## src/hw/rtl/epipolar_transfer_error_macros.svh

```systemverilog
// ----------------------------------------------------------------------------
// epipolar transfer error: assertion macros
// shared shorthand for clocked assertions with asynchronous active-low reset
// ----------------------------------------------------------------------------
`ifndef EPIPOLAR_TRANSFER_ERROR_MACROS_SVH
`define EPIPOLAR_TRANSFER_ERROR_MACROS_SVH

// same-cycle implication
`define ETX_ASSERT_IMPL(label, clk, rst_n, ante, cons) \
  label: assert property (@(posedge clk) disable iff (!rst_n) (ante) |-> (cons)) \
    else $error("etx assertion failed");

// next-cycle implication
`define ETX_ASSERT_NEXT(label, clk, rst_n, ante, cons) \
  label: assert property (@(posedge clk) disable iff (!rst_n) (ante) |=> (cons)) \
    else $error("etx assertion failed");

`endif

```

## src/hw/rtl/etx_pkg.sv

```systemverilog
`timescale 1ns / 1ps
// ----------------------------------------------------------------------------
// etx_pkg
// widths, types and helpers of the epipolar transfer error block
// ----------------------------------------------------------------------------
package etx_pkg;

  localparam int COORD_WIDTH = 16;
  localparam int COEF_WIDTH  = 20;
  localparam int COL_WIDTH   = 3 * COEF_WIDTH;
  localparam int FRAC_SHIFT  = 4;   // homogeneous one is raw 16
  localparam int ERR_WIDTH   = 32;
  localparam int CFG_IDX_WIDTH = 2;

  localparam int PROD_WIDTH = COEF_WIDTH + COORD_WIDTH;
  localparam int LINE_WIDTH = PROD_WIDTH + 2;
  localparam int MUL_WIDTH  = LINE_WIDTH + COORD_WIDTH;
  localparam int DOT_WIDTH  = MUL_WIDTH + 2;
  localparam int NUM_WIDTH  = 2 * DOT_WIDTH;
  localparam int LSQ_WIDTH  = 2 * LINE_WIDTH;
  localparam int DEN_WIDTH  = LSQ_WIDTH + 1;

  // split operands for the squaring multipliers
  localparam int LINE_LO = LINE_WIDTH / 2;
  localparam int LINE_HI = LINE_WIDTH - LINE_LO;
  localparam int LHH_W   = 2 * LINE_HI;
  localparam int LHL_W   = LINE_WIDTH;
  localparam int LLL_W   = 2 * LINE_LO;
  localparam int DOT_LO  = DOT_WIDTH / 2;
  localparam int DOT_HI  = DOT_WIDTH - DOT_LO;
  localparam int DHH_W   = 2 * DOT_HI;
  localparam int DHL_W   = DOT_WIDTH;
  localparam int DLL_W   = 2 * DOT_LO;

  localparam int QUO_STEPS   = ERR_WIDTH;
  localparam int LANE_STAGES = 6 + QUO_STEPS;

  localparam int QUEUE_DEPTH = 2;
  localparam int QUEUE_PTR_W = $clog2(QUEUE_DEPTH);
  localparam int QUEUE_CNT_W = $clog2(QUEUE_DEPTH + 1);

  typedef enum logic [CFG_IDX_WIDTH-1:0] {
    REG_F_COL0,
    REG_F_COL1,
    REG_F_COL2,
    REG_SYM_MODE
  } cfg_reg_e;

  typedef logic signed [COEF_WIDTH-1:0]  coef_t;
  typedef logic signed [COORD_WIDTH-1:0] coord_t;
  typedef logic signed [PROD_WIDTH-1:0]  prod_t;
  typedef logic signed [LINE_WIDTH-1:0]  line_t;

  // one line and the point measured against it
  typedef struct packed {
    line_t  a;
    line_t  b;
    line_t  c;
    coord_t px;
    coord_t py;
  } lane_in_t;

  typedef struct packed {
    lane_in_t side1;  // line from first point, second point
    lane_in_t side0;  // line from second point, first point
  } job_t;

  typedef struct packed {
    logic full;
    logic empty;
  } queue_stat_t;

  typedef struct packed {
    logic [ERR_WIDTH-1:0] err;
    logic                 deg;
  } lane_res_t;

  typedef struct packed {
    logic [ERR_WIDTH-1:0] err;
    logic                 side;
    logic                 deg;
  } result_t;

  function automatic coef_t coef_at(input logic [COL_WIDTH-1:0] col, input int unsigned row);
    return coef_t'(col[row*COEF_WIDTH +: COEF_WIDTH]);
  endfunction

endpackage

```

## src/hw/rtl/etx_queue.sv

```systemverilog
`timescale 1ns / 1ps
// ----------------------------------------------------------------------------
// etx_queue
// short queue of line jobs between front and back
// ----------------------------------------------------------------------------
module etx_queue import etx_pkg::*; (
  input  logic        clk_i,
  input  logic        rst_ni,
  input  logic        push_i,
  input  job_t        data_i,
  input  logic        pop_i,
  output job_t        data_o,
  output queue_stat_t stat_o
);

  `include "epipolar_transfer_error_macros.svh"

  job_t                   mem_q [QUEUE_DEPTH];
  logic [QUEUE_PTR_W-1:0] wr_ptr_q, rd_ptr_q;
  logic [QUEUE_CNT_W-1:0] cnt_q;
  logic                   do_push, do_pop;

  assign stat_o.full  = cnt_q == QUEUE_CNT_W'(QUEUE_DEPTH);
  assign stat_o.empty = cnt_q == '0;
  assign do_push      = push_i && !stat_o.full;
  assign do_pop       = pop_i && !stat_o.empty;
  assign data_o       = mem_q[rd_ptr_q];

  always_ff @(posedge clk_i or negedge rst_ni) begin
    if (!rst_ni) begin
      wr_ptr_q <= '0;
      rd_ptr_q <= '0;
      cnt_q    <= '0;
    end else begin
      if (do_push) begin
        wr_ptr_q <= (wr_ptr_q == QUEUE_PTR_W'(QUEUE_DEPTH - 1)) ? '0 : wr_ptr_q + 1'b1;
      end
      if (do_pop) begin
        rd_ptr_q <= (rd_ptr_q == QUEUE_PTR_W'(QUEUE_DEPTH - 1)) ? '0 : rd_ptr_q + 1'b1;
      end
      if (do_push && !do_pop) begin
        cnt_q <= cnt_q + 1'b1;
      end else if (do_pop && !do_push) begin
        cnt_q <= cnt_q - 1'b1;
      end
    end
  end

  always_ff @(posedge clk_i) begin
    if (do_push) begin
      mem_q[wr_ptr_q] <= data_i;
    end
  end

  `ETX_ASSERT_IMPL(count_in_range, clk_i, rst_ni, 1'b1, cnt_q <= QUEUE_CNT_W'(QUEUE_DEPTH))
  `ETX_ASSERT_NEXT(push_fills, clk_i, rst_ni, do_push && !do_pop, !stat_o.empty)
  `ETX_ASSERT_NEXT(pop_frees, clk_i, rst_ni, do_pop && !do_push, !stat_o.full)

endmodule

```

## config.mk

```make
export PLATFORM = sky130hd
export DESIGN_NAME = etx_queue
export DESIGN_NICKNAME = d
export VERILOG_FILES = /design/src/hw/rtl/etx_pkg.sv /design/src/hw/rtl/etx_queue.sv
export VERILOG_INCLUDE_DIRS = /design/src /design/src/hw/rtl
export SDC_FILE = /design/constraint.sdc
export NUM_CORES = 1
export LEC_CHECK = 0
export BUFFER_PORTS_ARGS = -buffer_cell sky130_fd_sc_hd__buf_2
export CELL_PAD_IN_SITES_DETAIL_PLACEMENT = 1
export CELL_PAD_IN_SITES_GLOBAL_PLACEMENT = 2
export CORE_ASPECT_RATIO = 0.7
export CORE_MARGIN = 2
export CORE_UTILIZATION = 25
export DETAILED_ROUTE_END_ITERATION = 8
export HOLD_SLACK_MARGIN = 0.1
export PLACE_DENSITY = 0.62
export SYNTH_ARGS = -nofsm -noshare
export SYNTH_HDL_FRONTEND = slang
export SYNTH_SLANG_ARGS = --single-unit
```

## constraint.sdc

```tcl
create_clock -name clk_i -period 17.15 [get_ports clk_i]
set_clock_uncertainty 0.2 [all_clocks]
set_input_delay 1.715 -clock clk_i [delete_from_list [all_inputs] [get_ports clk_i]]
set_output_delay 1.715 -clock clk_i [all_outputs]
set_load 0.02 [all_outputs]
```

==> report_table.html <==
<table>
<tr><th>Metric</th><th>Value</th></tr>
<tr><th colspan="2">Run status</th></tr>
<tr><td>Run status</td><td>finished, final reports clean</td></tr>
<tr><th colspan="2">Clock network</th></tr>
<tr><td>Number of sinks handled by clock tree synthesis</td><td>588</td></tr>
<tr><td>Number of resized instances in the post-cts repair step</td><td>0</td></tr>
<tr><td>Root Driver</td><td>clkbuf_16</td></tr>
<tr><td>CTS buffer count</td><td>58</td></tr>
<tr><td>TritonCTS clock tree</td><td>built</td></tr>
<tr><td>Post-CTS Hold Fix Bufs</td><td>0</td></tr>
<tr><td>Clock latency reported for the late side of the worst-skew pair</td><td>600 ps</td></tr>
<tr><td>H-Tree Depth</td><td>2</td></tr>
<tr><td>Number of buffers between clock root and the deepest sink</td><td>3</td></tr>
<tr><td>CTS clk-pin slew, worst paths</td><td>60 ps</td></tr>
<tr><td>Setup fix buffers added after clock tree synthesis</td><td>0</td></tr>
<tr><th colspan="2">Floorplan</th></tr>
<tr><td>Horizontal die dimension</td><td>362 um</td></tr>
<tr><td>Starting density of the core</td><td>25.4%</td></tr>
<tr><td>Core region area</td><td>88,500 um^2</td></tr>
<tr><td>Placement row count</td><td>91</td></tr>
<tr><td>Die area</td><td>92,200 um^2</td></tr>
<tr><td>I/O Pins</td><td>590</td></tr>
<tr><td>Vertical die dimension</td><td>255 um</td></tr>
<tr><th colspan="2">Yosys</th></tr>
<tr><td>Seq cells post-synth</td><td>588</td></tr>
<tr><td>Count of cell types in the netlist</td><td>17</td></tr>
<tr><td>Most numerous cell types in the synthesized netlist</td><td>edfxtp_1 (584), mux2_4 (270), mux2_2 (22)</td></tr>
<tr><td>Area fraction of the dominant cell type after synthesis</td><td>78.1%</td></tr>
<tr><td>Synth Cell Area</td><td>22,400 um^2</td></tr>
<tr><td>Largest area contributor in the synthesized netlist</td><td>edfxtp_1</td></tr>
<tr><td>Most used flip-flop cell after synthesis</td><td>edfxtp_1</td></tr>
<tr><td>Mapped Cells</td><td>928</td></tr>
<tr><td>Average cell area after synthesis</td><td>24.2 um^2</td></tr>
<tr><td>Cell types occupying the most area after synthesis</td><td>edfxtp_1 (78%), mux2_4 (18%), mux2_2 (1.1%)</td></tr>
<tr><td>Share of flip-flops with an asynchronous set or reset after synthesis</td><td>0.680%</td></tr>
<tr><td>YS warnings</td><td>0</td></tr>
<tr><td>EDFF count, synth</td><td>584</td></tr>
<tr><td>Synthesized netlist net count</td><td>1,225</td></tr>
<tr><td>Sequential fraction of the synthesis area</td><td>78.6%</td></tr>
<tr><td>Most repeated cell in the gate-level netlist after synthesis</td><td>edfxtp_1</td></tr>
<tr><th colspan="2">STA</th></tr>
<tr><td>Max-slew violation count</td><td>0</td></tr>
<tr><td>Relative slew slack</td><td>28.4%</td></tr>
<tr><td>Final Setup Violations</td><td>0</td></tr>
<tr><td>Unrepaired setup endpoints after global routing</td><td>no</td></tr>
<tr><td>Hold WS</td><td>321 ps</td></tr>
<tr><td>Setup TNS</td><td>0 ps</td></tr>
<tr><td>Max Fclk</td><td>149 MHz</td></tr>
<tr><td>Worst Tran Pin Value</td><td>1070 ps</td></tr>
<tr><td>Share of the clock period used by the worst path</td><td>39.1%</td></tr>
<tr><td>Number of endpoints with negative hold slack in the final report</td><td>0</td></tr>
<tr><td>Final critical-path required period</td><td>6700 ps</td></tr>
<tr><th colspan="2">Global route</th></tr>
<tr><td>Wire length of the first global-routing pass</td><td>75.3 mm</td></tr>
<tr><td>Total GRT Usage</td><td>10.8%</td></tr>
<tr><td>Number of antenna violations at the first check in global routing</td><td>11</td></tr>
<tr><td>GR met2 Demand/Resource</td><td>18.1%</td></tr>
<tr><td>GR Layer Usage met3</td><td>4.33%</td></tr>
<tr><td>Largest net degree at the start of global routing</td><td>160</td></tr>
<tr><td>Total overflow reported by the global router</td><td>0</td></tr>
<tr><td>Via count of the first global-routing pass</td><td>11,600</td></tr>
<tr><td>Met1 capacity usage during global routing</td><td>12.9%</td></tr>
<tr><td>Routing layer with the top usage in global route</td><td>met2</td></tr>
<tr><th colspan="2">Final layout</th></tr>
<tr><td>Fraction of final layout cells with drive strength greater than 1</td><td>60.7%</td></tr>
<tr><td>Combined area of the multi-input logic cells</td><td>4400 um^2</td></tr>
<tr><td>Nets</td><td>1,852</td></tr>
<tr><td>Area growth syn-to-layout</td><td>26.1%</td></tr>
<tr><td>Sequential cell area</td><td>17,600 um^2</td></tr>
<tr><td>Number of fill cells</td><td>9,108</td></tr>
<tr><td>Final non-filler cell area</td><td>28,300 um^2</td></tr>
<tr><th colspan="2">Routing</th></tr>
<tr><td>Via density</td><td>3.92</td></tr>
<tr><td>Number of nets still failing antenna checks after routing</td><td>0</td></tr>
<tr><td>DRC violations left</td><td>0</td></tr>
<tr><td>Vias after detailed routing</td><td>10,800</td></tr>
<tr><td>Post-detailed-routing wire length</td><td>52.5 mm</td></tr>
<tr><td>First drt pass iteration count</td><td>6</td></tr>
<tr><td>Average detailed-routed wire length per instance</td><td>19.0 um</td></tr>
<tr><td>Violation count after the first detailed-routing iteration</td><td>520</td></tr>
<tr><th colspan="2">Power</th></tr>
<tr><td>Power Total</td><td>5.06 mW</td></tr>
<tr><td>Leakage power</td><td>11.1 nW</td></tr>
<tr><td>Power density over cell area</td><td>179 nW/um^2</td></tr>
<tr><td>Maximum resistive drop on vdd</td><td>106 uV</td></tr>
<tr><th colspan="2">Placement</th></tr>
<tr><td>Cell area reported after detailed placement</td><td>26,600 um^2</td></tr>
<tr><td>Final estimated routing congestion in global placement</td><td>0.759</td></tr>
<tr><td># port buffers</td><td>589</td></tr>
<tr><td>HPWL after detailed placement</td><td>36.3 mm</td></tr>
<tr><th colspan="2">Worst setup path</th></tr>
<tr><td>Library cell contributing the largest single delay on the critical path</td><td>buf_4</td></tr>
<tr><td>Worst path arrival time</td><td>4780 ps</td></tr>
<tr><td>Peak fanout along the critical path</td><td>55</td></tr>
<tr><td>Cell seen most often among critical-path stages</td><td>buf_4</td></tr>
<tr><td>Type of the worst setup path</td><td>reg2out</td></tr>
<tr><td>Maximum single-stage delay on the critical path</td><td>900 ps</td></tr>
<tr><td>Required time of the critical path</td><td>15,230 ps</td></tr>
<tr><td>Cell-by-cell listing of the critical path</td><td>buf_4, buf_4, buf_4, mux2_4, buf_2</td></tr>
<tr><td>Nature of the critical path startpoint</td><td>flop</td></tr>
<tr><td>Kind of capture point of the worst setup path</td><td>primary output</td></tr>
<tr><th colspan="2">Min path</th></tr>
<tr><td>Worst hold path type</td><td>reg2reg</td></tr>
<tr><th colspan="2">Job</th></tr>
<tr><td>Number of maximum-capacitance constraint violations</td><td>0</td></tr>
</table>
[worst max-delay path, delay by kind of cell (launching register included)]
kind / cells / cell delay (ps)
buffers and inverters: 4 / 2730
flip-flops: 1 / 860
multiplexers: 1 / 370
[state kept, by name, indices dropped and copies added, names as in the netlist]
signal	cells
wr_ptr_q	1
rd_ptr_q	1
mem_q	584
cnt_q	2
[report_power, final]
part	leakage, nW	internal, mW	switching (mW)	total, mW
clock	0.850	0.657	0.522	1.18
sequential	5.47	1.97	0.102	2.07
combinational	4.74	0.769	1.04	1.81
total	11.1	3.40	1.67	5.06
[cells in the final DEF, fill, tap and decap left out, types with 2 or more instances in the layout]
| cell type | n |
|---|---|
| clkinv_1 | 13 |
| clkbuf_1 | 14 |
| mux2_4 | 270 |
| inv_1 | 2 |
| buf_12 | 2 |
| mux2_2 | 22 |
| diode_2 | 3 |
| clkbuf_16 | 61 |
| edfxtp_1 | 584 |
| nor2_1 | 2 |
| xor2_1 | 2 |
| buf_2 | 589 |
| dfrtp_1 | 3 |
| xnor2_1 | 3 |
| buf_4 | 9 |
| clkinv_2 | 11 |
[layout make-up]
class                      count  area share (%)
antenna                        3          0.0265
sequential                   588            62.3
clock inverter                27           0.531
multi-input combinational    305            15.6
tap                         1162            5.14
timing repair buffer         600            10.8
inverter                       2          0.0265
clock buffer                  75            5.58
[layer usage]
layer | vias to the layer above | share of wire (%)
li1 | 4973 | -
met3 | 95 | 8.4
met4 | 18 | 2.2
met1 | 5400 | 40
met5 | - | 0.20
met2 | 336 | 49
[cells by family after synthesis]
family          share of synthesized area, %
compound gates                        0.0223
xor+xnor                               0.195
fa+ha+maj                             0.0557
buf+inv                                 1.86
flops                                   78.6
mux                                     19.2
simple gates                           0.123
[worst paths after layout]
path | start | slack (ps) | end | depth (start not counted)
worst min register to register | cnt_q[1]$_DFFE_PN0P_ | 320 | cnt_q[1]$_DFFE_PN0P_ | 1
worst min-delay path | cnt_q[1]$_DFFE_PN0P_ | 320 | cnt_q[1]$_DFFE_PN0P_ | 1
worst max-delay path | rd_ptr_q$_DFFE_PN0P_ | 10450 | data_o[23] | 5
max in group asynchronous | rst_ni | 15860 | rd_ptr_q$_DFFE_PN0P_ | 1
min in group asynchronous | rst_ni | 720 | wr_ptr_q$_DFFE_PN0P_ | 1
worst max register to register | cnt_q[0]$_DFFE_PN0P_ | 13430 | mem_q[1][233]$_DFFE_PP_ | 4
[stage by stage]
stage | utilization [%] | worst slack, ps | instances
after floorplan | - | 2110 | 928
after global placement | 30.0 | 11130 | 2657
after detailed placement | 30.0 | 11010 | 2657
after CTS | 32.0 | 10330 | 2759
after global routing | 32.0 | 10130 | 2759
final | 32.0 | 10450 | 2762
No activity file was read; power rests on OpenSTA's default activity.
